`src/binary_to_decimal_text_emitter_unit_defines.svh`:
```
// assertion macros for the binary to decimal text emitter
`ifndef BINARY_TO_DECIMAL_TEXT_EMITTER_UNIT_DEFINES_SVH
`define BINARY_TO_DECIMAL_TEXT_EMITTER_UNIT_DEFINES_SVH

// same-cycle implication, reset disables the check
`define B2D_ASSERT_NOW(label, clk, rst_n, ante, cons, msg) \
	label: assert property (@(posedge clk) disable iff (!rst_n) (ante) |-> (cons)) \
		else $error(msg);

// next-cycle implication, reset disables the check
`define B2D_ASSERT_NEXT(label, clk, rst_n, ante, cons, msg) \
	label: assert property (@(posedge clk) disable iff (!rst_n) (ante) |=> (cons)) \
		else $error(msg);

`endif

```
`src/b2d_pkg.sv`:
```
// shared constants and types of the binary to decimal text emitter
`timescale 1ns / 1ps

package b2d_pkg;

	localparam int VALUE_W  = 32;
	localparam int CHAR_W   = 8;
	localparam int NUM_DIG  = 10;
	localparam int FRAC_DIG = 3;
	localparam int PTR_W    = $clog2(NUM_DIG);
	localparam int CNT_W    = $clog2(VALUE_W);

	localparam logic [CHAR_W-1:0] CHAR_ZERO = 8'h30;
	localparam logic [CHAR_W-1:0] CHAR_DOT  = 8'h2E;
	localparam logic [CHAR_W-1:0] CHAR_NL   = 8'h0A;

	typedef enum logic [1:0] {
		KIND_DIGIT,
		KIND_DOT,
		KIND_NL
	} char_kind_t;

	typedef struct packed {
		logic       load;
		logic       conv_step;
		logic       ptr_start;
		logic       ptr_dec;
		logic       time_mode;
		logic       out_load;
		char_kind_t out_kind;
		logic       out_last;
	} dp_cmd_t;

	typedef struct packed {
		logic conv_last;
		logic ptr_int_end;
		logic ptr_zero;
	} dp_status_t;

endpackage

```
`src/b2d_datapath.sv`:
```
// datapath: shift-add bcd conversion, digit pointer and output character register
`timescale 1ns / 1ps

module b2d_datapath (
	input  logic                           clk,
	input  logic                           arst_n,
	input  logic [b2d_pkg::VALUE_W-1:0]    value,
	input  b2d_pkg::dp_cmd_t               cmd,
	output b2d_pkg::dp_status_t            status,
	output logic [b2d_pkg::CHAR_W-1:0]     text_char,
	output logic                           last_char
);

	logic [b2d_pkg::VALUE_W-1:0] bin_q;
	logic [3:0]                  dig_q [b2d_pkg::NUM_DIG];
	logic [3:0]                  dig_nx [b2d_pkg::NUM_DIG];
	logic [b2d_pkg::CNT_W-1:0]   cnt_q;
	logic [b2d_pkg::PTR_W-1:0]   ptr_q;
	logic [b2d_pkg::PTR_W-1:0]   start_idx;
	logic [b2d_pkg::CHAR_W-1:0]  char_q;
	logic                        last_q;
	logic [3:0]                  cur_dig;
	logic [b2d_pkg::CHAR_W-1:0]  char_nx;

	// one double-dabble step: adjust every digit, then shift the binary msb in
	always_comb begin
		logic [3:0] adj [b2d_pkg::NUM_DIG];
		for (int i = 0; i < b2d_pkg::NUM_DIG; i++) begin
			adj[i] = (dig_q[i] >= 4'd5) ? dig_q[i] + 4'd3 : dig_q[i];
		end
		dig_nx[0] = {adj[0][2:0], bin_q[b2d_pkg::VALUE_W-1]};
		for (int i = 1; i < b2d_pkg::NUM_DIG; i++) begin
			dig_nx[i] = {adj[i][2:0], adj[i-1][3]};
		end
	end

	// highest nonzero digit, no lower than the ones or the whole-seconds digit
	always_comb begin
		logic [b2d_pkg::PTR_W-1:0] low;
		low = cmd.time_mode ? b2d_pkg::PTR_W'(b2d_pkg::FRAC_DIG) : '0;
		start_idx = low;
		for (int i = 0; i < b2d_pkg::NUM_DIG; i++) begin
			if (dig_q[i] != 4'd0 && b2d_pkg::PTR_W'(i) >= low) begin
				start_idx = b2d_pkg::PTR_W'(i);
			end
		end
	end

	assign cur_dig = (ptr_q < b2d_pkg::PTR_W'(b2d_pkg::NUM_DIG)) ? dig_q[ptr_q] : 4'd0;

	always_comb begin
		unique case (cmd.out_kind)
			b2d_pkg::KIND_DIGIT: char_nx = b2d_pkg::CHAR_ZERO | {4'd0, cur_dig};
			b2d_pkg::KIND_DOT:   char_nx = b2d_pkg::CHAR_DOT;
			b2d_pkg::KIND_NL:    char_nx = b2d_pkg::CHAR_NL;
			default:             char_nx = b2d_pkg::CHAR_NL;
		endcase
	end

	always_ff @(posedge clk or negedge arst_n) begin
		if (!arst_n) begin
			cnt_q <= '0;
			ptr_q <= '0;
		end else begin
			if (cmd.load) begin
				cnt_q <= '0;
			end else if (cmd.conv_step) begin
				cnt_q <= cnt_q + 1'b1;
			end
			if (cmd.ptr_start) begin
				ptr_q <= start_idx;
			end else if (cmd.ptr_dec) begin
				ptr_q <= ptr_q - 1'b1;
			end
		end
	end

	always_ff @(posedge clk) begin
		if (cmd.load) begin
			bin_q <= value;
			for (int i = 0; i < b2d_pkg::NUM_DIG; i++) begin
				dig_q[i] <= 4'd0;
			end
		end else if (cmd.conv_step) begin
			bin_q <= {bin_q[b2d_pkg::VALUE_W-2:0], 1'b0};
			for (int i = 0; i < b2d_pkg::NUM_DIG; i++) begin
				dig_q[i] <= dig_nx[i];
			end
		end
		if (cmd.out_load) begin
			char_q <= char_nx;
			last_q <= cmd.out_last;
		end
	end

	assign status.conv_last   = (cnt_q == {b2d_pkg::CNT_W{1'b1}});
	assign status.ptr_int_end = (ptr_q == b2d_pkg::PTR_W'(b2d_pkg::FRAC_DIG));
	assign status.ptr_zero    = (ptr_q == '0);
	assign text_char          = char_q;
	assign last_char          = last_q;

endmodule

```
`src/b2d_ctrl.sv`:
```
// controller: sequences conversion and character emission, holds the format register
`timescale 1ns / 1ps

module b2d_ctrl (
	input  logic                    clk,
	input  logic                    arst_n,
	input  logic                    in_valid,
	output logic                    in_ready,
	input  logic                    out_ready,
	output logic                    out_valid,
	input  logic                    cfg_valid,
	input  logic                    cfg_bit,
	input  b2d_pkg::dp_status_t     status,
	output b2d_pkg::dp_cmd_t        cmd
);

	typedef enum logic [2:0] {
		ST_IDLE,
		ST_CONV,
		ST_SCAN,
		ST_INT,
		ST_DOT,
		ST_FRAC,
		ST_NL
	} state_t;

	state_t state_q;
	logic   out_valid_q;
	logic   time_fmt_q;
	logic   slot_free;

	assign slot_free = !out_valid_q || out_ready;
	assign in_ready  = (state_q == ST_IDLE);
	assign out_valid = out_valid_q;

	always_comb begin
		cmd           = '0;
		cmd.time_mode = time_fmt_q;
		cmd.out_kind  = b2d_pkg::KIND_DIGIT;
		unique case (state_q)
			ST_IDLE: cmd.load = in_valid;
			ST_CONV: cmd.conv_step = 1'b1;
			ST_SCAN: cmd.ptr_start = 1'b1;
			ST_INT: begin
				cmd.out_load = slot_free;
				cmd.ptr_dec  = slot_free;
				cmd.out_last = !time_fmt_q && status.ptr_zero;
			end
			ST_DOT: begin
				cmd.out_load = slot_free;
				cmd.out_kind = b2d_pkg::KIND_DOT;
			end
			ST_FRAC: begin
				cmd.out_load = slot_free;
				cmd.ptr_dec  = slot_free;
			end
			ST_NL: begin
				cmd.out_load = slot_free;
				cmd.out_kind = b2d_pkg::KIND_NL;
				cmd.out_last = 1'b1;
			end
			default: cmd.load = 1'b0;
		endcase
	end

	always_ff @(posedge clk or negedge arst_n) begin
		if (!arst_n) begin
			state_q     <= ST_IDLE;
			out_valid_q <= 1'b0;
			time_fmt_q  <= 1'b1;
		end else begin
			if (cfg_valid) begin
				time_fmt_q <= cfg_bit;
			end
			if (cmd.out_load) begin
				out_valid_q <= 1'b1;
			end else if (out_ready) begin
				out_valid_q <= 1'b0;
			end
			unique case (state_q)
				ST_IDLE: if (in_valid) state_q <= ST_CONV;
				ST_CONV: if (status.conv_last) state_q <= ST_SCAN;
				ST_SCAN: state_q <= ST_INT;
				ST_INT: begin
					if (slot_free) begin
						if (time_fmt_q && status.ptr_int_end) begin
							state_q <= ST_DOT;
						end else if (!time_fmt_q && status.ptr_zero) begin
							state_q <= ST_IDLE;
						end
					end
				end
				ST_DOT: if (slot_free) state_q <= ST_FRAC;
				ST_FRAC: if (slot_free && status.ptr_zero) state_q <= ST_NL;
				ST_NL: if (slot_free) state_q <= ST_IDLE;
				default: state_q <= ST_IDLE;
			endcase
		end
	end

endmodule

```
`src/binary_to_decimal_text_emitter_unit.sv`:
```
// Converts one unsigned 32-bit value per input item into decimal ASCII text,
// most significant character first, with m_tlast on the final character.
// time_format 0 gives the plain integer without leading zeros; time_format 1
// (reset value) shows the value as milliseconds in seconds, "s.fff" with at
// least one integer digit, followed by a newline. One value is handled at a
// time: after acceptance a shift-add bcd conversion runs over all 32 bits, a
// scan state picks the first digit, then one character per cycle leaves
// through the output register while m_tready is high, for 1 to 12 characters
// per item; s_tready returns once the last character is loaded and may rise
// while that character still waits on the output.
// Write time_format only while no conversion or emission is under way.
`timescale 1ns / 1ps
`include "binary_to_decimal_text_emitter_unit_defines.svh"

module binary_to_decimal_text_emitter_unit (
	input  logic        clk,
	input  logic        arst_n,
	input  logic        s_tvalid,
	output logic        s_tready,
	input  logic [31:0] s_tdata,   // [31:0] value
	output logic        m_tvalid,
	input  logic        m_tready,
	output logic [7:0]  m_tdata,   // [7:0] text_char
	output logic        m_tlast,
	input  logic        cfg_valid,
	output logic        cfg_ready,
	input  logic [0:0]  cfg_data    // [0] time_format
);

	b2d_pkg::dp_cmd_t    cmd;
	b2d_pkg::dp_status_t status;

	assign cfg_ready = 1'b1;

	b2d_ctrl u_ctrl (
		.clk       (clk),
		.arst_n    (arst_n),
		.in_valid  (s_tvalid),
		.in_ready  (s_tready),
		.out_ready (m_tready),
		.out_valid (m_tvalid),
		.cfg_valid (cfg_valid),
		.cfg_bit   (cfg_data[0]),
		.status    (status),
		.cmd       (cmd)
	);

	b2d_datapath u_dp (
		.clk       (clk),
		.arst_n    (arst_n),
		.value     (s_tdata),
		.cmd       (cmd),
		.status    (status),
		.text_char (m_tdata),
		.last_char (m_tlast)
	);

	// a value is accepted only when the block is idle, and conversion follows
	`B2D_ASSERT_NEXT(a_busy_after_accept, clk, arst_n, s_tvalid && s_tready, !s_tready, "input accepted while converting")

	// every emitted character is a digit, a dot or a newline
	`B2D_ASSERT_NOW(a_char_set, clk, arst_n, m_tvalid, (m_tdata[7:4] == 4'h3 && m_tdata[3:0] <= 4'd9) || m_tdata == b2d_pkg::CHAR_DOT || m_tdata == b2d_pkg::CHAR_NL, "illegal output character")

	// a newline always closes a run and a dot never does
	`B2D_ASSERT_NOW(a_nl_last, clk, arst_n, m_tvalid && m_tdata == b2d_pkg::CHAR_NL, m_tlast, "newline not flagged last")

	`B2D_ASSERT_NOW(a_dot_not_last, clk, arst_n, m_tvalid && m_tdata == b2d_pkg::CHAR_DOT, !m_tlast, "dot flagged last")

endmodule
```
`config.mk`:
```
export PLATFORM = sky130hd
export DESIGN_NAME = binary_to_decimal_text_emitter_unit
export DESIGN_NICKNAME = d
export VERILOG_FILES = /design/src/b2d_pkg.sv /design/src/b2d_datapath.sv /design/src/b2d_ctrl.sv /design/src/binary_to_decimal_text_emitter_unit.sv
export VERILOG_INCLUDE_DIRS = /design/src /design/src/src
export SDC_FILE = /design/constraint.sdc
export NUM_CORES = 1
export LEC_CHECK = 0
export BUFFER_PORTS_ARGS = -buffer_cell sky130_fd_sc_hd__buf_2
export CAP_MARGIN = 20
export CORE_ASPECT_RATIO = 1.5
export CORE_UTILIZATION = 35
export CTS_CLUSTER_SIZE = 14
export DETAILED_ROUTE_END_ITERATION = 8
export HOLD_SLACK_MARGIN = 0.12
export MAX_ROUTING_LAYER = met4
export SYNTH_ARGS = -nofsm -noshare
export SYNTH_HDL_FRONTEND = slang
export SYNTH_SLANG_ARGS = --single-unit
export TNS_END_PERCENT = 5
```
`constraint.sdc`:
```
create_clock -name clk -period 9.48 [get_ports clk]
set_clock_uncertainty 0.05 [all_clocks]
set_input_delay 0.474 -clock clk [delete_from_list [all_inputs] [get_ports clk]]
set_output_delay 0.474 -clock clk [all_outputs]
set_load 0.1 [all_outputs]
```
== After elaboration in Yosys (flattened, before gate mapping) ==
Memory sizes are Yosys's and may differ from the RTL's.
Index checks and enable logic that the tools add are counted.
Widths: inputs -> output; s select.

* Logic and storage cells: 165
* Flip-flop bits (word level): 55
* Memory bits (writable): 40
* Memories: 1

* Reductions and logical operators: 35
* Eq/ne operators: 16
* Muxes and demuxes: 62
* Bitwise operators: 10
* Add/sub/neg operators: 12
* Order comparisons: 21

{| class="wikitable"
|+ Memories
! name !! words !! width !! read ports !! clocked after memory_dff !! wr ports !! RTL line !! RTL
|-
| u_dp.dig_q || 10 || 4 || 11 || 0 || 10 || b2d_datapath.sv:15 || <nowiki>logic [3:0] dig_q [b2d_pkg::NUM_DIG];</nowiki>
|}

{| class="wikitable"
|+ Operators with widths
! operator !! count
|-
| $mux 4 || 32
|-
| $mux 32 || 2
|-
| $ge 4x3->1 const B || 10
|-
| $reduce_bool 4->1 || 10
|-
| $add 4x2->4 const B || 9
|-
| $mux 3 || 9
|-
| $pmux 3 s7 || 1
|-
| $ge 3x4->1 const A || 4
|-
| $logic_and 1x1->1 || 13
|-
| $mux 1 || 12
|-
| $pmux 6 s2 || 1
|-
| $mux 5 || 2
|-
| $or 1x1->1 || 10
|-
| $eq 3x3->1 const B || 3
|-
| $ge 1x4->1 const A || 2
|-
| $ge 2x4->1 const A || 2
|-
| $ge 4x4->1 const A || 2
|-
| $ne 2x1->1 const B || 4
|-
| $reduce_and 7->1 || 1
|-
| $eq 3x2->1 const B || 2
|-
| $reduce_bool 2->1 || 3
|-
| $add 5x1->5 const B || 1
|-
| $eq 5x5->1 const B || 1
|-
| $eq 4x2->1 const B || 1
|-
| other kinds (17) || 19
|}

== Depth between registers and ports, before layout ==
Gate-level depths: netlist (run 1).

* Depth after elaboration: 14
* Gate-level depth with buffers: 7
* Gate-level depth less buffers: 7

== Hierarchy ==
Synthesis (run 1) repeated with hierarchy kept, for this count alone.

* Cell total of the unflattened synthesis: 457
* Area, all modules: 5323.9 um^2

{| class="wikitable"
|+ By module, submodules not included
! module !! times used !! cells each !! area an instance (um^2)
|-
| b2d_datapath || 1 || 405 || 4890.9
|-
| b2d_ctrl || 1 || 50 || 421.7
|-
| binary_to_decimal_text_emitter_unit || 1 || 2 || 11.3
|}

== Worst setup path after synthesis (run 1) ==
OpenSTA, ideal clock, no wires.

* Path kind: flip-flop to flip-flop
* From: reg u_ctrl.state_q[1]
* To: reg u_dp.bin_q[0] (netlist name) (enable)
* Library setup time: 0.442 ns
* Stages on the path, launching flop included: 7
* Slack: 4.852 ns
* Arrival: 4.136 ns
* Path buffers: 3
* Path through: dfrtp_1 buf_6 nor3_2 and2_4 buf_12 buf_6 nand2b_1

* Word-level cells in the longest chain between the ends: 3
* Elaborated cells between the ends (all ways): 5
* Classes of those cells: 1 x eq/ne; 2 x mux; 2 x reduce/logical

{| class="wikitable"
|+ RTL lines
! what !! RTL line !! RTL
|-
| start, declared || b2d_ctrl.sv:27 || <nowiki>state_t state_q;</nowiki>
|-
| start signal, assigned || b2d_ctrl.sv:68 || <nowiki>state_q <= ST_IDLE;</nowiki>
|-
| start signal, assigned || b2d_ctrl.sv:81 || <nowiki>ST_IDLE: if (in_valid) state_q <= ST_CONV;</nowiki>
|-
| start signal, assigned || b2d_ctrl.sv:82 || <nowiki>ST_CONV: if (status.conv_last) state_q <= ST_SCAN;</nowiki>
|-
| $logic_not 3->1 || -- ||
|-
| named net s_tready || binary_to_decimal_text_emitter_unit.sv:19 || <nowiki>output logic s_tready,</nowiki>
|-
| $mux 1 || b2d_ctrl.sv:40 || <nowiki>unique case (state_q)</nowiki>
|-
| $reduce_bool 2->1 (no line) || -- ||
|-
| end signal, assigned || b2d_datapath.sv:80 || <nowiki>bin_q <= value;</nowiki>
|-
| end signal, assigned || b2d_datapath.sv:85 || <nowiki>bin_q <= {bin_q[b2d_pkg::VALUE_W-2:0], 1'b0};</nowiki>
|-
| end, declared || b2d_datapath.sv:14 || <nowiki>logic [b2d_pkg::VALUE_W-1:0] bin_q;</nowiki>
|}

The timed path passes the listed nets, and every way through them passes these cells.
A chain may end at the register's enable or synchronous reset.

==> reports/metrics.csv, run 1 <==
metric,value,unit
CTS tree,yes,
Crit. Startpoint,u_ctrl.state_q[0]$_DFFE_PN0P_,
Final Util,40.2,%
GP Congestion,0.802,
Total Wirelength,10200,um
largest net degree at the start of global routing,50,
Clk network pwr share,15.4,%
Area Growth Syn to Fin,11.8,%
starting DRC count in detailed routing,138,
H-tree depth,3,
worst vdd ir,0.000139,V
leakage power,2.35,nW
Startpoint Class,flop,
"FF+latch count, synth",93,
Top-Level Pins,50,
Die X,104,um
unrepaired setup endpoints after global routing,false,
root buf cell,clkbuf_16,
Post-CTS Resized,0,
CP Class,reg -> reg,
asr flop ratio synth,15.1,%
Mapped Cells,442,
CTS buffer count,9,
GRT Total Usage,13.8,%
vias post-DR,3428,
total power,2.35,mW
endpoints failing hold,0,
row count,55,
clk sinks,93,
R2R Path Start,u_ctrl.state_q[0]$_DFFE_PN0P_,
Critical Path RT,9.40,ns
"most common cell after layout, fill and taps aside",edfxtp_1,
CP Max Fanout,49,
Layout Nets,549,
post-DR wirelength/cell,14.8,um
antenna-violating nets left,0,
DIE AREA,16100,um2
cell area after synthesis,5450,um2
max_slew headroom,53.9,%
DR pass1 iterations,4,
fin crit share,32.8,%
critical path capture point type,flop,
prevailing post-synth register cell,edfxtp_1,
Core ar.,15100,um2
synth warn,0,
FF-to-FF path depth,4,
fmax,0.322,GHz
Initial Utilization,36.0,%
post-DP HPWL,7340,um
max-slew violations,0,
share of layout cells above drive strength 1,22.5,%
clock transition at the registers of the reported paths,0.07,ns
Skew-Pair Late Insertion Delay,0.34,ns
Pwr Density,386,nW/um2
first-pass GRT wire length,17200,um
status,completed,
Worst-Margin Slew,0.691,ns
post-synthesis cell type count,57,
post-synthesis sequential area ratio,50.0,%
Setup Viol. Count Final,0,
initial antenna violation count,0,
largest buffer count on any clock path,2,
# fillers,1452,
Worst Path Arrival,3.03,ns
path type of the worst min-delay path,in -> reg,
"commonest cells after routing, fill and taps aside","edfxtp_1, buf_2, nand2_1",
switch share,40.2,%
sequential power share,40.2,%
gr ovfl total,0,
vias in the first global route,3446,
DR vias/cell,4.99,
ANT cells,0,
combinational power share,44.4,%
Setup crit end,u_dp.dig_q[8][2]$_SDFFCE_PN0P_,
drt drc,0,
switching power,0.946,mW
Worst R2R End,u_dp.dig_q[8][2]$_SDFFCE_PN0P_,
R2R setup slack,6.38,ns
Die Ht,155,um
Internal,1.41,mW
max-cap violations,0,
count of input and output buffers,46,
Tmin final,3.10,ns
syn avg cell area,12.3,um2
Setup TNS,0,ns
"EDFF count, synth",79,
layer usage:
layer	vias up	GRT usage, %	share of wire (%)
met5	-	-	0
met2	33	24.9	54
met1	1697	15.0	42
li1	1683	-	-
met4	0	6.39	2.6
met3	15	1.98	1.4
power by group through the flow:
| stage | Sequential (mW) | Clock (mW) | Combinational (mW) |
|---|---|---|---|
| floorplan | 0.956 | 0 | 0.847 |
| CTS | 0.947 | 0.371 | 1.06 |
| global route | 0.979 | 0.386 | 1.16 |
| global placement | 0.942 | 0 | 1.02 |
| finish | 0.946 | 0.363 | 1.04 |
| detailed placement | 0.953 | 0 | 1.05 |
final cells by class:
type	count	area (um2)	area share, %
clock buffers	10	229	3.76
repair buffers	49	255	4.19
well taps	199	249	4.09
clock inverters	6	71.3	1.17
flip-flops and latches	93	2720	44.7
inverters	24	90.1	1.48
multi-input cells	306	2470	40.6
state kept, by name, indices dropped and copies added (netlist names):
signal	count
u_dp.cnt_q	5
u_ctrl.out_valid	1
u_dp.dig_q	40
u_ctrl.state_q	3
u_dp.bin_q	32
u_dp.ptr_q	4
u_dp.last_char	1
u_ctrl.time_fmt_q	1
u_dp.text_char	6
worst min path at each step:
| stage | startpoint | endpoint | slack (ns) | cells after the start |
|---|---|---|---|---|
| after floorplan | arst_n | u_ctrl.out_valid$_DFFE_PN0P_ | 0.13 | 0 |
| after global placement | arst_n | u_dp.cnt_q[3]$_DFFE_PN0P_ | 0.35 | 1 |
| after detailed placement | arst_n | u_dp.cnt_q[3]$_DFFE_PN0P_ | 0.35 | 1 |
| after CTS | cfg_data | u_ctrl.time_fmt_q$_DFFE_PN1P_ | 0.34 | 2 |
| after global routing | cfg_data | u_ctrl.time_fmt_q$_DFFE_PN1P_ | 0.34 | 2 |
| final | cfg_data | u_ctrl.time_fmt_q$_DFFE_PN1P_ | 0.35 | 2 |
cells in the mapped netlist (2+ instances only):
master | instances | share of area [%]
a211oi_1 | 11 | 1.5
a21oi_1 | 28 | 2.6
and2_1 | 2 | 0.23
and2b_1 | 2 | 0.28
and3_1 | 2 | 0.23
buf_12 | 3 | 1.1
buf_2 | 6 | 0.55
buf_4 | 4 | 0.55
buf_6 | 3 | 0.62
clkbuf_1 | 4 | 0.28
conb_1 | 2 | 0.14
dfrtp_1 | 13 | 6.0
edfxtp_1 | 79 | 44
ha_1 | 28 | 6.4
inv_1 | 24 | 1.7
mux2_1 | 4 | 0.83
mux2_2 | 9 | 1.9
mux2_4 | 21 | 5.8
mux2i_1 | 9 | 1.7
mux4_1 | 4 | 1.9
mux4_2 | 4 | 1.7
nand2_1 | 34 | 2.3
nand2b_1 | 15 | 1.7
nand3_1 | 3 | 0.28
nand3b_1 | 2 | 0.28
nor2_1 | 29 | 2.0
nor2b_1 | 11 | 1.3
nor3_1 | 11 | 1.0
nor3b_1 | 5 | 0.69
nor3b_2 | 2 | 0.46
o21ai_0 | 14 | 1.3
o221ai_1 | 2 | 0.32
o31ai_1 | 3 | 0.41
o32ai_1 | 2 | 0.32
or3b_1 | 3 | 0.48
or3b_4 | 2 | 0.41
xnor2_1 | 11 | 1.8
xor2_1 | 12 | 1.9
through the flow:
step | hold WS, ns | std cells | cell area (um2) | setup WS (ns)
2_1_floorplan | 0.128 | 443 | 5450 | 4.85
3_3_place_gp | 0.347 | 670 | 5780 | 6.49
3_5_place_dp | 0.347 | 670 | 5780 | 6.38
4_1_cts | 0.341 | 687 | 6090 | 6.36
5_1_grt | 0.343 | 687 | 6090 | 6.14
6_report | 0.351 | 687 | 6090 | 6.38
critical path, stage by stage, from the launching register on:
cell,delay [ns]
dfrtp_1,0.54
nor3_2,0.28
and2_4,0.56
nand2b_2,0.62
buf_4,0.64
timing repair:
action | 4_1_cts | 5_1_grt
hold buffers | 1 | 0
endpoints found under the hold margin | 13 | 0
buffers inserted | 0 | 0
cells by family after synthesis:
logic type / Yosys count / synth area share, %
XOR/XNOR: 23 / 3.70
other: 2 / 0.138
adder cells (fa/ha/maj): 28 / 6.43
AO/OA/AOI/OAI: 71 / 8.50
buffers and inverters: 44 / 4.76
flip-flops: 93 / 50.0
multiplexers: 51 / 13.7
AND/OR/NAND/NOR: 130 / 12.7
Power figures use the tool's default switching activity.
==> run 2: changes to the inputs <==
Clock period 9.48 ns to 2.5 ns, I/O delays scaled along.
==> run 2 against run 1 <==
Against the previous run: setup slack worse by 6.0 ns; utilization is 2.9 points higher; non-clock buffer count is 43 higher; critical path type unchanged; largest power group unchanged.
==> reports/metrics.csv, run 2 (synthesis gave the netlist of run 1 again) <==
metric,value,unit
Clk network pwr share,14.9,%
critical path capture point type,flop,
switching power,3.73,mW
largest buffer count on any clock path,2,
root buf cell,clkbuf_16,
GRT Total Usage,14.6,%
initial antenna violation count,0,
share of layout cells above drive strength 1,22.0,%
combinational power share,47.0,%
max-slew violations,0,
Post-CTS Resized,0,
"commonest cells after routing, fill and taps aside","edfxtp_1, buf_2, dlygate4sd3_1",
worst vdd ir,0.000688,V
vias post-DR,3619,
CP Class,reg -> reg,
path type of the worst min-delay path,in -> async,
Total Wirelength,11000,um
leakage power,2.55,nW
Die Ht,155,um
sequential power share,38.1,%
row count,55,
Startpoint Class,flop,
worst setup margin,0.401,ns
endpoints failing hold,0,
FF/Latch Area,2720,um2
DIE AREA,16100,um2
Top-Level Pins,50,
Pwr Density,1400,nW/um2
Reg with most FFs,u_dp.dig_q,
fin cells,730,
starting DRC count in detailed routing,217,
dpl cell area,5870,um2
CTS Hold Buffers Added,37,
Worst Path Arrival,2.29,ns
post-DR wirelength/cell,15.0,um
status,completed,
CTS buffer count,9,
Setup Viol. Count Final,0,
area of the multi-input gates,2480,um2
first-pass GRT wire length,18100,um
antenna-violating nets left,0,
CTS tree,yes,
fmax,0.476,GHz
post-DP HPWL,7480,um
DR pass1 iterations,4,
ANT cells,0,
Layout Nets,592,
fin crit share,84.0,%
# fillers,1396,
setup bufs post-CTS,0,
Internal,5.41,mW
dpl ws,0.397,ns
Critical Path RT,2.69,ns
clock transition at the registers of the reported paths,0.07,ns
Crit. Startpoint,u_dp.ptr_q[0]$_DFFE_PN0P_,
GP Congestion,0.800,
Worst-Margin Slew,0.536,ns
Skew-Pair Late Insertion Delay,0.35,ns
Area Growth Syn to Fin,19.8,%
hold_ws,0.156,ns
CP Max Fanout,9,
Final Instance Area,6530,um2
"most common cell after layout, fill and taps aside",edfxtp_1,
Initial Utilization,36.0,%
H-tree depth,3,
Tmin final,2.10,ns
Core ar.,15100,um2
unrepaired setup endpoints after global routing,false,
max-cap violations,0,
R2R Path Start,u_dp.ptr_q[0]$_DFFE_PN0P_,
clk sinks,93,
Placed Cells,677,
largest net degree at the start of global routing,73,
switch share,40.8,%
gr ovfl total,0,
vias in the first global route,3721,
max_slew headroom,64.2,%
DR vias/cell,4.96,
Die X,104,um
drt drc,0,
max reg flops,40,
count of input and output buffers,46,
## run 2: cell count changes in the layout (fill, tap and decap cells not counted), sizes merged
cell / before / now
buf: 48 / 55
bufinv: 1 / 0
clkinv: 2 / 1
clkinvlp: 2 / 0
dlygate4sd3: 1 / 37
inv: 25 / 29
## run 2: cell type report
type	count	share of cell area, %
clock buffer	10	3.51
inverter	24	1.38
sequential	93	41.7
clock inverter	6	0.920
tap	199	3.82
timing repair buffer	92	10.6
multi-input combinational	306	38.0
## run 2: worst paths after layout
| path | end | slack [ns] | depth (start not counted) |
|---|---|---|---|
| max | u_ctrl.state_q[0]$_DFFE_PN0P_ | 0.40 | 6 |
| min | u_dp.cnt_q[2]$_DFFE_PN0P_ | 0.16 | 2 |
| max reg2reg | u_ctrl.state_q[0]$_DFFE_PN0P_ | 0.40 | 6 |
| min reg2reg | u_dp.bin_q[19]$_DFFE_PP_ | 0.48 | 1 |
| max in group asynchronous | u_ctrl.time_fmt_q$_DFFE_PN1P_ | 1.94 | 2 |
| min in group clk | u_ctrl.state_q[1]$_DFFE_PN0P_ | 0.27 | 5 |
## run 2: worst max-delay path, cell delays in order (launching register included)
cell      delay [ns]
dfrtp_1         0.51
inv_1           0.21
ha_1            0.18
or3b_4          0.39
a31oi_2         0.18
o221ai_2        0.15
mux2_4          0.32
## run 2: per-layer routing
metal | wire (um) | part of all wire (%) | GRT usage [%] | vias up
met3 | 284 | 2.6 | 2.36 | 24
met1 | 4610 | 42 | 16.2 | 1764
li1 | - | - | - | 1770
met4 | 274 | 2.5 | 6.46 | 0
met2 | 5800 | 53 | 25.7 | 61
met5 | 0 | 0 | - | -
## run 2: power groups by stage
stage / logic [mW] / clock network, mW / registers (mW)
after global placement: 4.13 / 0 / 3.47
after CTS: 4.35 / 1.38 / 3.49
final: 4.30 / 1.36 / 3.48
after floorplan: 3.24 / 0 / 3.58
after detailed placement: 4.27 / 0 / 3.51
after global routing: 4.75 / 1.44 / 3.59
## run 2: metrics by stage
step                      TNS, ns  util, %  power, mW
after global placement          0     38.8       7.60
after global routing            0     43.1       9.78
after detailed placement        0     38.8       7.78
after CTS                       0     43.1       9.22
after floorplan            -23.19        -       6.82
final                           0     43.1       9.15
==> run 3: changes to the inputs <==
Clock period 2.5 ns to 1.97 ns, I/O delays scaled along.
==> run 3 against run 2 <==
Against the previous run: cell count up 2.5%; final area up 3.3%; via count up 3.2%; worst hold slack worse by 0.025 ns; non-clock buffer count up 18; first-iteration DRC count up 7.4%; setup slack worse by 0.32 ns; critical endpoint unchanged.
==> reports/metrics.csv, run 3 (synthesis gave the netlist of run 1 again) <==
metric,value,unit
CP Max Fanout,5,
dpl ws,0.0646,ns
Pwr Density,1810,nW/um2
Startpoint Class,flop,
fin crit share,95.7,%
Tmin final,1.88,ns
gr ovfl total,0,
Area Growth Syn to Fin,23.8,%
critical path capture point type,flop,
Critical Path RT,2.15,ns
R2R setup slack,0.09,ns
H-tree depth,3,
ANT cells,0,
fmax,0.531,GHz
CTS buffer count,9,
GRT Total Usage,15.4,%
first-pass GRT wire length,19100,um
Die Ht,155,um
max_slew headroom,66.9,%
worst vdd ir,0.000839,V
DR vias/cell,4.99,
antenna-violating nets left,0,
Final Util,44.5,%
vias post-DR,3734,
leakage power,2.67,nW
initial antenna violation count,0,
largest buffer count on any clock path,2,
worst setup margin,0.0852,ns
Die X,104,um
status,completed,
CTS tree,yes,
post-DR wirelength/cell,15.0,um
post-DP HPWL,7980,um
Total Wirelength,11200,um
share of layout cells above drive strength 1,26.2,%
root buf cell,clkbuf_16,
# fillers,1362,
Worst R2R End,u_ctrl.state_q[0]$_DFFE_PN0P_,
count of input and output buffers,46,
Skew-Pair Late Insertion Delay,0.35,ns
drt drc,0,
row count,55,
Top-Level Pins,50,
unrepaired setup endpoints after global routing,true,
Setup Viol. Count Final,0,
Initial Utilization,36.0,%
hold_ws,0.132,ns
path type of the worst min-delay path,in -> async,
clk sinks,93,
"commonest cells after routing, fill and taps aside","edfxtp_1, buf_2, dlygate4sd3_1",
max reg flops,40,
CP Class,reg -> reg,
largest net degree at the start of global routing,33,
max-slew violations,0,
GP Congestion,0.811,
clock transition at the registers of the reported paths,0.07,ns
max-cap violations,0,
R2R Path Start,u_dp.ptr_q[0]$_DFFE_PN0P_,
DR pass1 iterations,4,
total power,12.2,mW
endpoints failing hold,0,
DIE AREA,16100,um2
Worst-Margin Slew,0.495,ns
"most common cell after layout, fill and taps aside",edfxtp_1,
starting DRC count in detailed routing,233,
vias in the first global route,3968,
Reg with most FFs,u_dp.dig_q,
FF-to-FF path depth,6,
Core ar.,15100,um2
Layout Nets,610,
Worst Path Arrival,2.07,ns
-- run 3: cell count changes in the layout (fill, tap and decap cells not counted), moves of 2 or more --
cell / before / now
a21oi_2: 0 / 2
inv_2: 0 / 2
inv_6: 5 / 2
inv_1: 24 / 22
bufinv_16: 0 / 2
a21oi_1: 28 / 26
buf_4: 7 / 24
-- run 3: area by class of cell --
type | count | area, um2 | area share, %
inverters | 24 | 90.1 | 1.34
clock buffers | 10 | 229 | 3.40
multi-input cells | 306 | 2510 | 37.3
well taps | 199 | 249 | 3.69
clock inverters | 6 | 93.8 | 1.39
repair buffers | 110 | 841 | 12.5
flip-flops and latches | 93 | 2730 | 40.4
-- run 3: layer usage --
layer,global-route usage [%],routed length (um)
met1,16.9,4580
met2,27.2,6050
met3,2.19,303
met4,7.21,308
met5,-,0
-- run 3: critical path: stages, from the launching register on --
cell	delay [ns]
dfrtp_2	0.44
inv_1	0.08
ha_1	0.15
or3b_4	0.39
a31oi_2	0.19
o221ai_2	0.15
mux2_4	0.32
-- run 3: worst max-delay path by stage --
stage	from	to	depth (start not counted)
after CTS	u_dp.ptr_q[0]$_DFFE_PN0P_	u_dp.text_char[1]$_DFFE_PP_	5
after global routing	u_dp.dig_q[6][1]$_SDFFCE_PN0P_	u_dp.ptr_q[2]$_DFFE_PN0P_	6
final	u_dp.ptr_q[0]$_DFFE_PN0P_	u_ctrl.state_q[0]$_DFFE_PN0P_	6
after global placement	u_dp.dig_q[6][1]$_SDFFCE_PN0P_	u_dp.ptr_q[2]$_DFFE_PN0P_	6
after detailed placement	u_dp.dig_q[3][0]$_SDFFCE_PN0P_	u_dp.ptr_q[0]$_DFFE_PN0P_	6
after floorplan	u_ctrl.state_q[1]$_DFFE_PN0P_	u_dp.bin_q[0]$_SDFFCE_PN0P_	6
-- run 3: power by group --
| group | total (mW) | switching, mW | internal [mW] | leakage [nW] |
|---|---|---|---|---|
| logic | 5.95 | 3.33 | 2.62 | 1.58 |
| registers | 4.34 | 0.710 | 3.63 | 0.938 |
| clock network | 1.90 | 0.777 | 1.12 | 0.154 |
-- run 3: stage by stage --
stage          area [um2]  instances  setup TNS [ns]
2_1_floorplan        5470        443          -74.85
3_3_place_gp         6010        695               0
3_5_place_dp         6010        695               0
4_1_cts              6710        748               0
5_1_grt              6740        748         -0.0520
6_report             6740        748               0
-- run 3: timing repair --
item,in CTS,in global routing
gates resized for setup,0,11
setup endpoints to repair,0,7
hold buffers,37,0
buffers inserted,0,0
endpoints found under the hold margin,48,0
